<file path="config.mk">
export PLATFORM = sky130hd
export DESIGN_NAME = nft_mul
export DESIGN_NICKNAME = d
export VERILOG_FILES = /design/src/sv/nft_pkg.sv /design/src/sv/nft_mul.sv
export SDC_FILE = /design/constraint.sdc
export NUM_CORES = 2
export LEC_CHECK = 0
export BUFFER_PORTS_ARGS = -buffer_cell sky130_fd_sc_hd__buf_2
export CAP_MARGIN = 20
export CORE_MARGIN = 2
export CORE_UTILIZATION = 66
export DETAILED_ROUTE_END_ITERATION = 6
export PLACE_DENSITY = 0.93
export SLEW_MARGIN = 20
export SYNTH_ARGS = -nofsm -noshare
export SYNTH_HDL_FRONTEND = slang
export SYNTH_SLANG_ARGS = --single-unit
</file>
<file path="constraint.sdc">
create_clock -name i_clk -period 12.35 [get_ports i_clk]
set_input_delay 1.8525 -clock i_clk [delete_from_list [all_inputs] [get_ports i_clk]]
set_output_delay 1.8525 -clock i_clk [all_outputs]
set_load 0.02 [all_outputs]
</file>
<file path="src/sv/nft_pkg.sv">
// Package for the nozzle flow derivative block: fixed point helpers,
// log table and shared item types. No dependencies.
`default_nettype none
package nft_pkg;

    localparam int unsigned W = 32;
    localparam logic signed [63:0] S32_MAX = 64'sd2147483647;
    localparam logic signed [63:0] S32_MIN = -64'sd2147483648;

    localparam logic [1:0] ST_OK  = 2'd0;
    localparam logic [1:0] ST_SAT = 2'd1;
    localparam logic [1:0] ST_BAD = 2'd2;

    localparam logic [1:0] CFG_IDX = 2'd0;
    localparam logic [1:0] CFG_GAM = 2'd1;
    localparam logic [1:0] CFG_KM  = 2'd2;

    function automatic logic [31:0] ln1p(input logic [4:0] k);
        logic [31:0] v;
        case (k)
            5'd0: v = 32'd0;
            5'd1: v = 32'd65095192;
            5'd2: v = 32'd126468572;
            5'd3: v = 32'd184522808;
            5'd4: v = 32'd239598564;
            5'd5: v = 32'd291986604;
            5'd6: v = 32'd341937090;
            5'd7: v = 32'd389666807;
            5'd8: v = 32'd435364845;
            5'd9: v = 32'd479197128;
            5'd10: v = 32'd521310048;
            5'd11: v = 32'd561833416;
            5'd12: v = 32'd600882877;
            5'd13: v = 32'd638561895;
            5'd14: v = 32'd674963409;
            5'd15: v = 32'd710171213;
            default: v = 32'd744261118;
        endcase
        return v;
    endfunction

    // clamp a wide value to 32 bits signed; ovf reports a clamp
    function automatic logic signed [31:0] sat32(input logic signed [95:0] v,
                                                 output logic ovf);
        ovf = 1'b0;
        if (v > 96'(S32_MAX)) begin
            ovf = 1'b1;
            return 32'sh7FFFFFFF;
        end
        if (v < 96'(S32_MIN)) begin
            ovf = 1'b1;
            return 32'sh80000000;
        end
        return v[31:0];
    endfunction

    typedef struct packed {
        logic        bad;
        logic        sat;
    } t_flags;

endpackage
`default_nettype wire

</file>
<file path="src/sv/nft_mul.sv">
// Registered fixed point multiplier with saturation: (a*b)>>>FRAC, floor.
// Uses nft_pkg.
`default_nettype none
module nft_mul #(
    parameter int FRAC_BITS = 24
) (
    input  wire                 i_clk,
    input  wire                 i_en,
    input  wire  signed [31:0]  i_a,
    input  wire  signed [31:0]  i_b,
    output logic signed [31:0]  o_p,
    output logic                o_ovf
);
    import nft_pkg::*;
    logic signed [63:0] w_prod;
    logic signed [95:0] w_sh;
    logic signed [31:0] n_p;
    logic               n_ovf;
    assign w_prod = i_a * i_b;
    assign w_sh   = 96'(w_prod) >>> FRAC_BITS;
    always_comb n_p = sat32(w_sh, n_ovf);
    always_ff @(posedge i_clk) begin
        if (i_en) begin
            o_p   <= n_p;
            o_ovf <= n_ovf;
        end
    end
endmodule
`default_nettype wire

</file>
After elaboration in Yosys (flattened, before gate mapping)
Cells that the tools add are included.

cells by class
  multiply operators = 1
  magnitude comparators = 2
  multiplexer cells = 7

operators with widths
  kind                                                             number
  two-way mux 32 bit                                               4
  multiplier 32 x 32 -> 64 bit                                     1
  greater-than comparator 40 x 32 -> 1 bit, second input constant  1
  less-than comparator 40 x 32 -> 1 bit, second input constant     1
  two-way mux 1 bit                                                3

word-level totals
  bits in registers = 33
  input port bits = 66
  output and inout port bits = 33
  logic and storage cells = 12

Longest topological paths before layout
  depth in word-level cells = 6
  gate-level depth with buffers = 30
  gate-level depth less buffers = 27

Worst setup path after synthesis
OpenSTA, ideal clock, no wires.

  path type = input to register
  from = input i_a[31]
  to = register o_p[3], data pin
  data arrival time = 9.829 ns
  setup slack = 2.263 ns
  stages = 30
  path buffers = 3
  cells stage by stage = clkbuf_1 nand2_1 inv_1 fa_1 inv_1 fa_1 inv_1 fa_1 fa_1 inv_1 fa_1 inv_1 fa_1 inv_1 fa_1 inv_1 fa_1 ha_1 buf_2 a21o_1 a21o_1 a221oi_2 o21a_1 o31a_1 o31ai_4 xnor2_2 nand4_4 o31ai_4 buf_6 a21oi_2

between the ends
  longest elaborated chain between the ends = 6
  elaborated cells on any way between the ends = 9
  those cells by class = mul: 1; order compare: 2; mux: 6

RTL lines
  what                                   RTL line       source
  start, declared                        nft_mul.sv:9   input wire signed [31:0] i_a,
  multiplier 32 x 32 -> 64 bit *         nft_mul.sv:19  assign w_prod = i_a * i_b;
  less-than comparator 40 x 32 -> 1 bit  nft_pkg.sv:50  if (v < 96'(S32_MIN)) begin
  two-way mux 1 bit                      --
  two-way mux 1 bit                      nft_pkg.sv:50
  two-way mux 32 bit                     nft_pkg.sv:54  return v[31:0];
  two-way mux 32 bit *                   nft_pkg.sv:50
  end signal, assigned                   nft_mul.sv:24  o_p <= n_p;
  end, declared                          nft_mul.sv:11  output logic signed [31:0] o_p,

Every way passes the cells marked *; elsewhere a longest branch is shown, timed or not. The select of a mux whose other input is x is not followed.
A chain may end at the register's enable or synchronous reset.

Final worst setup path
  from = input i_b[5]
  to = register o_p[25], data pin

between the ends
  longest elaborated chain between the ends = 6
  elaborated cells on any way between the ends = 9
  those cells by class = mul: 1; order compare: 2; mux: 6

RTL lines
  what                                   RTL line       source
  start, declared                        nft_mul.sv:10  input wire signed [31:0] i_b,
  multiplier 32 x 32 -> 64 bit *         nft_mul.sv:19
  less-than comparator 40 x 32 -> 1 bit  nft_pkg.sv:50
  two-way mux 1 bit                      --
  two-way mux 1 bit                      nft_pkg.sv:50
  two-way mux 32 bit                     nft_pkg.sv:54
  two-way mux 32 bit *                   nft_pkg.sv:50

Marks and branches as above.

==> results by group <==
Clock network
  • Sink Count: 33
  • Root Buffer: clkbuf_16
  • Clock Path Buffers: 2
  • CTS Buf Count: 5
  • Cts repair resizes: 0
  • TritonCTS clock tree: done
  • Cts hold-fix bufs: 0
  • Clk pin slew, worst setup/hold paths: 0.05 ns
  • H-tree lvl count: 2
  • Post-CTS setup buffers: 0

Run status
  • Outcome: finished, final reports clean

Global routing
  • Global route overflow: 0
  • Total GRT Usage: 36.3%
  • First-pass GRT wire length: ~170000 um
  • Largest net degree at the start of global routing: 34
  • GR Util met2: between 60% and 70%
  • Vias in the first global route: 32700
  • Met3 usage: under 10%
  • Busiest grt layer: met2
  • GRT met1 Usage: about two fifths
  • Initial antenna violation count: 6

STA
  • Fmax: ~0.09 GHz
  • RSZ-0062 raised after global routing: no
  • Final-report setup violation count: 0
  • Setup TNS: 0 ns
  • Final period util: 90.5%
  • Rel. slew slack: approximately 30%
  • Least-Margin Pin Slew: ~1.1 ns
  • Crit path time final: about 11 ns
  • Max Slew Vio Count: 0
  • Hold Fails Final Rpt: 0

Placement
  • RD Place Congestion: roughly 0.95
  • HPWL Detailed: 83300 um
  • Port Buf Inserts: 98
  • Placed cell count: between 4000 and 5000

Yosys
  • FF+latch count, synth: 33
  • Mapped Nets: roughly 5300
  • Count of cell types in the netlist: around 80
  • Syn Area/Cell: between 9 and 10 sq um
  • Synthesized instance count: 3964
  • Number of flops mapped to enable cells by yosys: 33
  • Post-synth ARST share: 0%
  • Post-synthesis sequential area ratio: under 10%
  • Synth Warn #: 0
  • Top_reg_cell synth: edfxtp_1
  • Mapped Area: approximately 0.038 sq mm

Floorplan
  • DIE AREA: about 0.06 sq mm
  • # rows: just under 90
  • IO Count: 99
  • Chip Height: about 240 um
  • Initial core utilization: between 60% and 70%
  • Core ar.: about 0.056 sq mm
  • Die width: around 240 um

Routing
  • DR WL/cell: about 22 um
  • First-pass iteration count of the detailed router: 6
  • Remaining DRCs: 0
  • Routed WL: between 100000 and 150000 um
  • Vias per cell: ~6
  • Vias: 27900
  • DRT antenna net count: 0
  • Initial drt markers: ~2200

Worst setup path
  • Crit path top cell by count: fa_1
  • Critical-path top delay cell: fa_1
  • WS Path Type: input port to flop
  • Startpoint Class: input port
  • Worst Setup End Kind: flop
  • Crit. Startpoint: i_b[5]
  • Worst EP required: about 12 ns
  • Critical path arrival: 11.29 ns
  • Max FO, Critical Path: 32
  • Max stage delay on crit path: roughly 0.8 ns

Worst hold path
  • Hold Path Class: input port to flop
  • Hold_sp: i_en

Finish
  • Most frequent cells in the layout: fa_1 (1081), inv_1 (935), nand2_1 (546)
  • Number of fill cells: between 3000 and 4000
  • Nets: about 5200
  • Area Growth Syn to Fin: 2.12%
  • Non-filler instance count after layout: around 4600
  • Most common cell after layout, fill and taps aside: fa_1
  • Ratio of cells with drive above 1 in the final layout: between 4 and 5%
  • Utilization after layout: about two thirds

Job
  • Max-Cap Viols: 0
==> flip-flops by register name, indices dropped and copies added (netlist names) <==
name	flops
o_p	32
o_ovf	1
==> per-layer routing <==
metal / part of all wire, % / routed length, um
met5: 0.0099 / 10
met1: 31 / 31500
met2: 50 / 50500
met3: 9.9 / 9970
met4: 8.8 / 8910
==> final cells by class <==
| cell class | count | area (sq um) | area share, % |
|---|---|---|---|
| Multi-Input combinational cell | 2781 | 32200 | 83.9 |
| Inverter | 935 | 3510 | 9.14 |
| Sequential cell | 33 | 991 | 2.58 |
| Tap cell | 756 | 946 | 2.46 |
| Timing Repair Buffer | 109 | 573 | 1.49 |
| Clock buffer | 5 | 125 | 0.326 |
| Clock inverter | 3 | 17.5 | 0.0456 |
| Antenna cell | 5 | 12.5 | 0.0326 |
==> critical path: cells and delay by family <==
family	cells	cell delay (ns)
compound gates	7	1.41
fa+ha+maj	9	4.69
buf+inv	9	1.97
mux	1	0.22
simple gates	3	1.12
==> kinds of logic after synthesis <==
| group | after synthesis | synth area share [%] |
|---|---|---|
| adder cells (fa/ha/maj) | 1261 | 63.5 |
| AND/OR/NAND/NOR | 1229 | 16.6 |
| buffers and inverters | 1150 | 11.7 |
| AO/OA/AOI/OAI | 241 | 4.39 |
| XOR/XNOR | 48 | 1.14 |
| flip-flops | 33 | 2.64 |
| multiplexers | 2 | 0.0566 |
==> synth_stat cells, types with 3 or more instances <==
library cell  count  share of area (%)
a2111o_1          3              0.090
a211oi_1          3              0.060
a21o_1           19               0.38
a21oi_1          76                1.0
a21oi_2          20               0.47
a31oi_1           8               0.13
and2_1          514                8.6
and3_1           11               0.18
and4_1            6               0.14
buf_2            14               0.19
buf_6             6               0.18
clkbuf_1        192                1.9
edfxtp_1         33                2.6
fa_1           1081                 58
ha_1            180                6.0
inv_1           935                9.3
nand2_1         546                5.5
nand2b_1          9               0.15
nand3_1          20               0.27
nand4_1          18               0.30
nor2_1           59               0.59
nor2b_1           3              0.050
nor3_1           11               0.15
nor4_1            7               0.12
nor4b_1           3              0.070
o2111a_1          3              0.090
o211ai_1          9               0.18
o21a_1            8               0.16
o21ai_0          36               0.48
o21ai_1           7              0.093
o21bai_1          8               0.16
o22ai_1           4              0.067
o31ai_1           3              0.060
or3_1             3              0.050
xnor2_1          31               0.72
xor2_1           16               0.37
==> worst paths after layout <==
kind / end / slack, ns / cells past startpoint
hold / removal: o_ovf / 2.18 / 1
setup / recovery: o_p[25] / 1.18 / 29
==> per-stage QoR <==
stage               hold slack (ns)  area, sq um  setup slack, ns
floorplan                      1.97        37600             2.26
global placement               2.30        38200             1.29
detailed placement             2.30        38200            0.992
CTS                            2.19        38400             1.24
global route                   2.21        38400            0.554
finish                         2.18        38400             1.18
Power is not shown: default switching activity piles up to over one toggle a cycle in this logic, so the estimate is an artifact.
